==> config.mk <==
export PLATFORM = sky130hd
export DESIGN_NAME = extended_gcd_table
export DESIGN_NICKNAME = d
export VERILOG_FILES = /design/src/hdl/egcd_pkg.sv /design/src/hdl/egcd_div.sv /design/src/hdl/egcd_mac.sv /design/src/hdl/extended_gcd_table.sv
export VERILOG_INCLUDE_DIRS = /design/src /design/src/hdl
export SDC_FILE = /design/constraint.sdc
export NUM_CORES = 1
export LEC_CHECK = 0
export BUFFER_PORTS_ARGS = -buffer_cell sky130_fd_sc_hd__buf_2
export CORE_ASPECT_RATIO = 0.7
export CORE_MARGIN = 8
export CORE_UTILIZATION = 50
export CTS_BUF_LIST = sky130_fd_sc_hd__clkbuf_4 sky130_fd_sc_hd__clkbuf_8 sky130_fd_sc_hd__clkbuf_16
export CTS_CLUSTER_DIAMETER = 200
export CTS_CLUSTER_SIZE = 14
export DETAILED_ROUTE_END_ITERATION = 6
export HOLD_SLACK_MARGIN = 0.03
export PLACE_DENSITY = 0.68
export SYNTH_ARGS = -nofsm -noshare
export SYNTH_HDL_FRONTEND = slang
export SYNTH_SLANG_ARGS = --single-unit
==> constraint.sdc <==
create_clock -name i_clk -period 21.2 [get_ports i_clk]
set_input_delay 4.24 -clock i_clk [delete_from_list [all_inputs] [get_ports i_clk]]
set_output_delay 4.24 -clock i_clk [all_outputs]
set_load 0.005 [all_outputs]
==> src/hdl/extended_gcd_table_defines.svh <==
// ------------------------------------------------------------------------
// extended_gcd_table_defines
// assertion macros shared by the extended gcd table design
// ------------------------------------------------------------------------
`ifndef EXTENDED_GCD_TABLE_DEFINES_SVH
`define EXTENDED_GCD_TABLE_DEFINES_SVH

// same-cycle implication, checked outside reset
`define EGCD_ASSERT_NOW(lbl, ante, cons, msg) \
    lbl: assert property (@(posedge i_clk) disable iff (!i_rst_n) \
        (ante) |-> (cons)) else $error(msg);

// next-cycle implication, checked outside reset
`define EGCD_ASSERT_NEXT(lbl, ante, cons, msg) \
    lbl: assert property (@(posedge i_clk) disable iff (!i_rst_n) \
        (ante) |=> (cons)) else $error(msg);

`endif

==> src/hdl/egcd_pkg.sv <==
// ------------------------------------------------------------------------
// egcd_pkg
// widths, limits and control types for the extended gcd table
// ------------------------------------------------------------------------
package egcd_pkg;

    // operand bits used (8 to 32)
    localparam int OP_W      = 32;
    // fixed field widths of the stream beats
    localparam int FIELD_W   = 32;
    localparam int COEF_W    = 33;
    localparam int S_DATA_W  = 2 * FIELD_W;
    localparam int M_USED_W  = 2 * FIELD_W + 2 * COEF_W;
    localparam int M_DATA_W  = ((M_USED_W + 7) / 8) * 8;
    localparam int PAD_W     = M_DATA_W - M_USED_W;

    // table length limit
    localparam int MAX_ROWS  = 64;
    localparam int ROW_CNT_W = $clog2(MAX_ROWS);
    localparam int BIT_CNT_W = $clog2(OP_W);

    // control for one serial division step
    typedef struct packed {
        logic start;
        logic step;
    } t_step_ctl;

endpackage

==> src/hdl/egcd_div.sv <==
// ------------------------------------------------------------------------
// egcd_div
// radix-2 restoring divider, msb first, one quotient bit per cycle on step
// ------------------------------------------------------------------------
module egcd_div (
    input  logic                        i_clk,
    input  egcd_pkg::t_step_ctl         i_ctl,
    input  logic [egcd_pkg::OP_W-1:0]   i_dividend,
    input  logic [egcd_pkg::OP_W-1:0]   i_divisor,
    output logic                        o_qbit,
    output logic [egcd_pkg::OP_W-1:0]   o_quotient,
    output logic [egcd_pkg::OP_W-1:0]   o_remainder
);

    logic [egcd_pkg::OP_W-1:0] r_quo;
    logic [egcd_pkg::OP_W-1:0] r_rem;
    logic [egcd_pkg::OP_W-1:0] r_dsr;
    logic [egcd_pkg::OP_W:0]   w_trial;
    logic [egcd_pkg::OP_W+1:0] w_diff;
    logic [egcd_pkg::OP_W-1:0] n_rem;

    // trial subtract of the divisor from the shifted partial remainder
    always_comb begin
        w_trial = {r_rem, r_quo[egcd_pkg::OP_W-1]};
        w_diff  = {1'b0, w_trial} - {2'b00, r_dsr};
        o_qbit  = ~w_diff[egcd_pkg::OP_W+1];
        n_rem   = o_qbit ? w_diff[egcd_pkg::OP_W-1:0] : w_trial[egcd_pkg::OP_W-1:0];
    end

    // dividend shifts out as quotient bits shift in
    always_ff @(posedge i_clk) begin
        if (i_ctl.start) begin
            r_quo <= i_dividend;
            r_rem <= '0;
            r_dsr <= i_divisor;
        end else if (i_ctl.step) begin
            r_quo <= {r_quo[egcd_pkg::OP_W-2:0], o_qbit};
            r_rem <= n_rem;
        end
    end

    assign o_quotient  = r_quo;
    assign o_remainder = r_rem;

endmodule

==> src/hdl/egcd_mac.sv <==
// ------------------------------------------------------------------------
// egcd_mac
// serial multiply-subtract: older - q * newer, q taken one bit a cycle on step
// ------------------------------------------------------------------------
module egcd_mac (
    input  logic                          i_clk,
    input  egcd_pkg::t_step_ctl           i_ctl,
    input  logic                          i_qbit,
    input  logic [egcd_pkg::COEF_W-1:0]   i_newer,
    input  logic [egcd_pkg::COEF_W-1:0]   i_older,
    output logic [egcd_pkg::COEF_W-1:0]   o_next
);

    logic [egcd_pkg::COEF_W-1:0] r_acc;

    // horner accumulation of q * newer, msb of q first, wraps at coefficient width
    always_ff @(posedge i_clk) begin
        if (i_ctl.start) begin
            r_acc <= '0;
        end else if (i_ctl.step) begin
            r_acc <= {r_acc[egcd_pkg::COEF_W-2:0], 1'b0} + (i_qbit ? i_newer : '0);
        end
    end

    assign o_next = i_older - r_acc;

endmodule

==> src/hdl/extended_gcd_table.sv <==
// ------------------------------------------------------------------------
// extended_gcd_table
// extended euclidean algorithm, full table streamed one row per beat
// ------------------------------------------------------------------------
// usage
//   slave side: one beat carries operands a (tdata[31:0]) and b (tdata[63:32]).
//   master side: one beat per table row; tlast marks the final row and
//   tuser is the coefficient valid flag.
//   rows: (a,0,1,0), (b,0,0,1), then one per division step up to a zero
//   remainder row or MAX_ROWS rows; b of zero gives the first two only.
// sequence
//   after the operand beat the first row is loaded into the output
//   register in S_ROW0, the second in S_ROW1. each division step then
//   passes S_LOAD (divider and multipliers start), S_DIV (the bit-serial
//   divider runs) and S_EMIT (the row goes to the output register).
//   one table is worked at a time: tready is high only between tables.
// reset and stall
//   reset drops master tvalid and returns to idle. a stalled master
//   side holds the row in the output register and the sequencer waits to load the next.
// ------------------------------------------------------------------------
`include "extended_gcd_table_defines.svh"

module extended_gcd_table (
    input  logic                              i_clk,
    input  logic                              i_rst_n,
    // slave side, tdata: operand_a, operand_b
    input  logic                              i_s_tvalid,
    output logic                              o_s_tready,
    input  logic [egcd_pkg::S_DATA_W-1:0]     i_s_tdata,
    // master side, tdata: remainder, quotient, coeff_x, coeff_y, zero pad
    output logic                              o_m_tvalid,
    input  logic                              i_m_tready,
    output logic [egcd_pkg::M_DATA_W-1:0]     o_m_tdata,
    // tuser: coeff_valid
    output logic                              o_m_tuser,
    // tlast: last_row
    output logic                              o_m_tlast
);

    typedef enum logic [2:0] {
        S_IDLE,
        S_ROW0,
        S_ROW1,
        S_LOAD,
        S_DIV,
        S_EMIT
    } t_state;

    t_state                              r_state;
    logic [egcd_pkg::OP_W-1:0]           r_dividend;
    logic [egcd_pkg::OP_W-1:0]           r_divisor;
    logic [egcd_pkg::COEF_W-1:0]         r_x_older;
    logic [egcd_pkg::COEF_W-1:0]         r_x_newer;
    logic [egcd_pkg::COEF_W-1:0]         r_y_older;
    logic [egcd_pkg::COEF_W-1:0]         r_y_newer;
    logic [egcd_pkg::ROW_CNT_W-1:0]      r_row_cnt;
    logic [egcd_pkg::BIT_CNT_W-1:0]      r_bit_cnt;
    logic                                r_m_valid;
    logic [egcd_pkg::M_DATA_W-1:0]       r_m_data;
    logic                                r_m_user;
    logic                                r_m_last;

    egcd_pkg::t_step_ctl                 w_ctl;
    logic                                w_qbit;
    logic [egcd_pkg::OP_W-1:0]           w_quo;
    logic [egcd_pkg::OP_W-1:0]           w_rem;
    logic [egcd_pkg::COEF_W-1:0]         w_nx;
    logic [egcd_pkg::COEF_W-1:0]         w_ny;
    logic                                w_out_free;
    logic                                w_emit;
    logic                                w_in_beat;
    logic                                w_final;
    logic [egcd_pkg::OP_W-1:0]           w_op_a;
    logic [egcd_pkg::OP_W-1:0]           w_op_b;

    // handshake and step control
    always_comb begin
        w_ctl.start = (r_state == S_LOAD);
        w_ctl.step  = (r_state == S_DIV);
        w_out_free  = ~r_m_valid | i_m_tready;
        w_emit      = w_out_free && (r_state inside {S_ROW0, S_ROW1, S_EMIT});
        w_in_beat   = i_s_tvalid & (r_state == S_IDLE);
        w_final     = (w_rem == '0)
                    || (r_row_cnt == egcd_pkg::ROW_CNT_W'(egcd_pkg::MAX_ROWS - 1));
        w_op_a      = i_s_tdata[egcd_pkg::OP_W-1:0];
        w_op_b      = i_s_tdata[egcd_pkg::FIELD_W +: egcd_pkg::OP_W];
    end

    egcd_div u_div (
        .i_clk       (i_clk),
        .i_ctl       (w_ctl),
        .i_dividend  (r_dividend),
        .i_divisor   (r_divisor),
        .o_qbit      (w_qbit),
        .o_quotient  (w_quo),
        .o_remainder (w_rem)
    );

    egcd_mac u_mac_x (
        .i_clk   (i_clk),
        .i_ctl   (w_ctl),
        .i_qbit  (w_qbit),
        .i_newer (r_x_newer),
        .i_older (r_x_older),
        .o_next  (w_nx)
    );

    egcd_mac u_mac_y (
        .i_clk   (i_clk),
        .i_ctl   (w_ctl),
        .i_qbit  (w_qbit),
        .i_newer (r_y_newer),
        .i_older (r_y_older),
        .o_next  (w_ny)
    );

    // sequencer, table state and output register
    always_ff @(posedge i_clk) begin
        if (!i_rst_n) begin
            r_state    <= S_IDLE;
            r_m_valid  <= 1'b0;
            r_dividend <= '0;
            r_divisor  <= '0;
            r_x_older  <= '0;
            r_x_newer  <= '0;
            r_y_older  <= '0;
            r_y_newer  <= '0;
        end else begin
            // output beat taken and no new row loaded this cycle
            if (r_m_valid && i_m_tready && !w_emit) begin
                r_m_valid <= 1'b0;
            end
            case (r_state)
                S_IDLE: begin
                    if (w_in_beat) begin
                        r_dividend <= w_op_a;
                        r_divisor  <= w_op_b;
                        r_x_older  <= egcd_pkg::COEF_W'(1);
                        r_x_newer  <= '0;
                        r_y_older  <= '0;
                        r_y_newer  <= egcd_pkg::COEF_W'(1);
                        r_state    <= S_ROW0;
                    end
                end
                S_ROW0: begin
                    if (w_out_free) begin
                        r_m_valid <= 1'b1;
                        r_m_data  <= {{egcd_pkg::PAD_W{1'b0}}, r_y_older, r_x_older,
                                      {egcd_pkg::FIELD_W{1'b0}},
                                      egcd_pkg::FIELD_W'(r_dividend)};
                        r_m_user  <= 1'b1;
                        r_m_last  <= 1'b0;
                        r_state   <= S_ROW1;
                    end
                end
                S_ROW1: begin
                    if (w_out_free) begin
                        r_m_valid <= 1'b1;
                        r_m_data  <= {{egcd_pkg::PAD_W{1'b0}}, r_y_newer, r_x_newer,
                                      {egcd_pkg::FIELD_W{1'b0}},
                                      egcd_pkg::FIELD_W'(r_divisor)};
                        r_m_user  <= 1'b1;
                        r_m_last  <= (r_divisor == '0);
                        r_row_cnt <= egcd_pkg::ROW_CNT_W'(2);
                        r_state   <= (r_divisor == '0) ? S_IDLE : S_LOAD;
                    end
                end
                S_LOAD: begin
                    r_bit_cnt <= egcd_pkg::BIT_CNT_W'(egcd_pkg::OP_W - 1);
                    r_state   <= S_DIV;
                end
                S_DIV: begin
                    r_bit_cnt <= r_bit_cnt - 1'b1;
                    if (r_bit_cnt == '0) begin
                        r_state <= S_EMIT;
                    end
                end
                S_EMIT: begin
                    if (w_out_free) begin
                        r_m_valid <= 1'b1;
                        if (w_final) begin
                            // closing row: coefficients null
                            r_m_data <= {{egcd_pkg::PAD_W{1'b0}},
                                         {egcd_pkg::COEF_W{1'b0}},
                                         {egcd_pkg::COEF_W{1'b0}},
                                         egcd_pkg::FIELD_W'(w_quo),
                                         egcd_pkg::FIELD_W'(w_rem)};
                            r_m_user <= 1'b0;
                            r_m_last <= 1'b1;
                            r_state  <= S_IDLE;
                        end else begin
                            r_m_data   <= {{egcd_pkg::PAD_W{1'b0}}, w_ny, w_nx,
                                           egcd_pkg::FIELD_W'(w_quo),
                                           egcd_pkg::FIELD_W'(w_rem)};
                            r_m_user   <= 1'b1;
                            r_m_last   <= 1'b0;
                            r_x_older  <= r_x_newer;
                            r_x_newer  <= w_nx;
                            r_y_older  <= r_y_newer;
                            r_y_newer  <= w_ny;
                            r_dividend <= r_divisor;
                            r_divisor  <= w_rem;
                            r_row_cnt  <= r_row_cnt + 1'b1;
                            r_state    <= S_LOAD;
                        end
                    end
                end
                default: begin
                    r_state <= S_IDLE;
                end
            endcase
        end
    end

    assign o_s_tready = (r_state == S_IDLE);
    assign o_m_tvalid = r_m_valid;
    assign o_m_tdata  = r_m_data;
    assign o_m_tuser  = r_m_user;
    assign o_m_tlast  = r_m_last;

    // checks
    `EGCD_ASSERT_NEXT(a_start_table, i_s_tvalid && o_s_tready, r_state == S_ROW0,
        "operand beat did not start a table")
    `EGCD_ASSERT_NOW(a_null_only_last, o_m_tvalid && !o_m_tuser, o_m_tlast,
        "null coefficients on a row that is not the last")
    `EGCD_ASSERT_NOW(a_null_coeffs_zero, o_m_tvalid && !o_m_tuser,
        o_m_tdata[egcd_pkg::M_USED_W-1:2*egcd_pkg::FIELD_W] == '0,
        "closing row carries nonzero coefficients")
    `EGCD_ASSERT_NOW(a_divisor_nonzero, r_state == S_LOAD || r_state == S_DIV,
        r_divisor != '0, "division started with a zero divisor")

endmodule

==> flow_summary_export.csv <==
group,metric,value,unit
synthesis,syn_inst,3147,
floorplan,coreArea,56400,µm²
synthesis,synthArstFlopShare,0,
finish,syn2layout_area_growth,9.56,%
sta,fmax,141,MHz
synthesis,yosys_warnings,0,
sta,fin_hold_ws,0.484,ns
clocking,cts_sinks,505,
worst_setup_path,rr_startpoint,"u_div.r_dsr[1]",
synthesis,seq_area_frac_synth,0.429,
finish,layout-drive-gt1-share,0.104,
floorplan,die_x,301,µm
status,status,"completed",
worst_setup_path,crit_start,"u_div.r_dsr[1]",
finish,num-nets-final,3459,
grt,grt_pass1_wl,132000,µm
drt,wirelength,83700,µm
finish,n_antenna_cell,0,
floorplan,die_area,64700,µm²
drt,num_vias,24500,
synthesis,synth_most_common_cell,"nand2_1",
drt,drt_iter0_drc,2458,
pwr,finalPower,3.69,mW
pwr,ir_drop,0.0573,mV
worst_setup_path,critPathCapture,"u_mac_y.r_acc[25]",
worst_setup_path,cp_max_fo,62,
floorplan,start_util,0.503,
place,pre_cts_slack,13.74,ns
synthesis,synth_cell_type_count,90,
clocking,cts_buffer_depth,3,
worst_setup_path,cp.required,21.64,ns
grt,gr-total-overflow,0,
floorplan,die_h,215,µm
sta,slew_headroom,0.161,
synthesis,ys.flop_type,"dfxtp_1",
pwr,p_per_area,119,nW/µm²
drt,wire_per_inst,20.9,µm
synthesis,synth-seq-cells,505,
sta,fin_crit_sh,0.333,
synthesis,synthTopCellsByArea,"edfxtp_1 22%, dfxtp_1 21%, ha_1 7.1%",
sta,finalMaxSlewViolations,0,
worst_setup_path,worst-endpoint-arrival,7.51,ns
sta,period_minus_slack,7.07,ns
synthesis,synth_edf_count,207,
place,portBuffers,201,
worst_setup_path,start_kind,"register",
worst_setup_path,rr_endpoint,"u_mac_y.r_acc[25]",
sta,skew,0.0215,ns
clocking,clkSlewWorstSetupHoldPaths,0.07,ns
drt,ant_nets,0,
synthesis,yosysTopAreaCell,"edfxtp_1",
grt,grt_max_degree,113,
grt,gr-usage-all-layers,0.248,
min_path,hold_path.class,"reg2reg",
run,maxCapViolCount,0,
pwr,power.leakage,13.5,nW
drt,viasPerCell,6.11,
sta,hold_viol,0,
worst_setup_path,r2r_setup_slack,14.13,ns
worst_setup_path,cp-end-kind,"register",
sta,rsz0062_at_grt,"false",
worst_setup_path,critical_path_class,"reg2reg",
synthesis,syn_avg_cell_area,9.01,µm²
clocking,cts_setup_buffers,0,
sta,setup_viol,0,
floorplan,io_pins,208,
clocking,cts_tree,"done",
clocking,insertion_delay,0.60,ns
synthesis,synth_area,28400,µm²
clocking,holdBufCountCts,0,
sta,fin_ws,14.13,ns
drt,firstDrtPassIters,5,
synthesis,synthTopCellsByCount,"436 x nand2_1, 298 x dfxtp_1, 225 x a21oi_1, 207 x edfxtp_1, 160 x ha_1",
worst_setup_path,rr_worst_depth,23,
place,place_hpwl,56400,µm
floorplan,num_rows,73,
grt,grt_pass1_vias,23700,
clocking,cts_inserted_buffers,42,
sta,tns,0,ns
grt,antenna_found_initial,1,
synthesis,synth_top_area_share,0.219,
place,gp_congestion,0.919,
clocking,cts_resized,0,
clocking,root_buffer,"clkbuf_16",
drt,drcViolationCount,0,
clocking,htreeDepth,2,
sta,tightest_slew,1.26,ns
power by group:
part / switching [mW] / internal (mW) / leakage, nW
combinational: 0.994 / 0.570 / 8.46
sequential: 0.128 / 1.20 / 4.35
clock: 0.378 / 0.420 / 0.685
layout make-up:
cell class,instances,area [µm²]
clock inverter,3,45.0
timing repair buffer,228,1210
inverter,141,531
fill,5080,25400
tap,750,938
clock buffer,72,1290
multi-input combinational,2308,14900
sequential,505,12200
worst min path at each step:
stage | startpoint | end | cells past startpoint
final | r_y_older[25] | r_y_older[25] | 2
after global routing | r_y_older[25] | r_y_older[25] | 2
after CTS | r_y_older[26] | r_y_older[26] | 2
after detailed placement | r_y_older[26] | r_y_older[26] | 2
after global placement | r_y_older[24] | r_y_older[24] | 2
after floorplan | r_y_older[10] | r_y_older[10] | 2
through the flow:
| stage | util | area, µm² | instances |
|---|---|---|---|
| 5_1_grt | 0.551 | 31100 | 4007 |
| 2_1_floorplan | - | 28400 | 3152 |
| 4_1_cts | 0.551 | 31100 | 4007 |
| 3_3_place_gp | 0.527 | 29700 | 3932 |
| 6_report | 0.551 | 31100 | 4007 |
| 3_5_place_dp | 0.527 | 29700 | 3932 |
per-layer routing:
metal,GRT usage,up-vias,share of wire
li1,-,11500,-
met4,0.0658,2,0.023
met5,0,-,0.00019
met2,0.380,883,0.44
met1,0.363,11900,0.47
met3,0.0372,124,0.072
cells by family (layout without fill, tap and decap cells):
logic type / count (synthesis) / in the layout / synth area share
adders and majority gates: 165 / 165 / 0.0741
buffers and inverters: 339 / 444 / 0.0490
DFF: 505 / 505 / 0.429
xor gates and xnor gates: 139 / 139 / 0.0434
and+or+nand+nor: 1038 / 1038 / 0.171
muxes: 5 / 5 / 0.00176
other: 1 / 6 / 0.000132
AOI/OAI and AO/OA: 955 / 955 / 0.231
state kept, by name, indices dropped and copies added (netlist names), 5 cells and up:
name,flops
o_m_tdata,130
r_bit_cnt,5
r_dividend,32
r_divisor,32
r_row_cnt,6
r_x_newer,33
r_x_older,33
r_y_newer,33
r_y_older,33
u_div.o_quotient,32
u_div.o_remainder,32
u_div.r_dsr,32
u_mac_x.r_acc,33
u_mac_y.r_acc,33
critical path: stages (launching register included):
cell	delay, ns
edfxtp_1	0.43
inv_1	0.08
ha_1	0.22
nor2b_1	0.16
o31ai_1	0.30
a211oi_1	0.22
o31ai_1	0.61
a21oi_1	0.19
o21ai_1	0.22
and2_4	0.70
buf_4	0.68
nor2b_1	0.11
ha_1	0.25
fa_1	0.43
a211oi_1	0.27
nor2_1	0.13
o211ai_1	0.24
o211ai_1	0.18
a211oi_1	0.62
o21bai_1	0.11
a21oi_1	0.30
o21ai_0	0.18
xnor2_1	0.16
o22ai_1	0.09
layout by cell type, fill, tap and decap left out, types with 78 or more instances in the layout:
cell type and instances:
buf_2 200, edfxtp_1 207, o21ai_0 125, nor2b_1 99, nor2_1 136, xnor2_1 78, ha_1 160, a21oi_1 225
dfxtp_1 297, nand2_1 434, nand3_1 135, inv_1 138
Note: power is estimated with default switching activity, not from simulation.
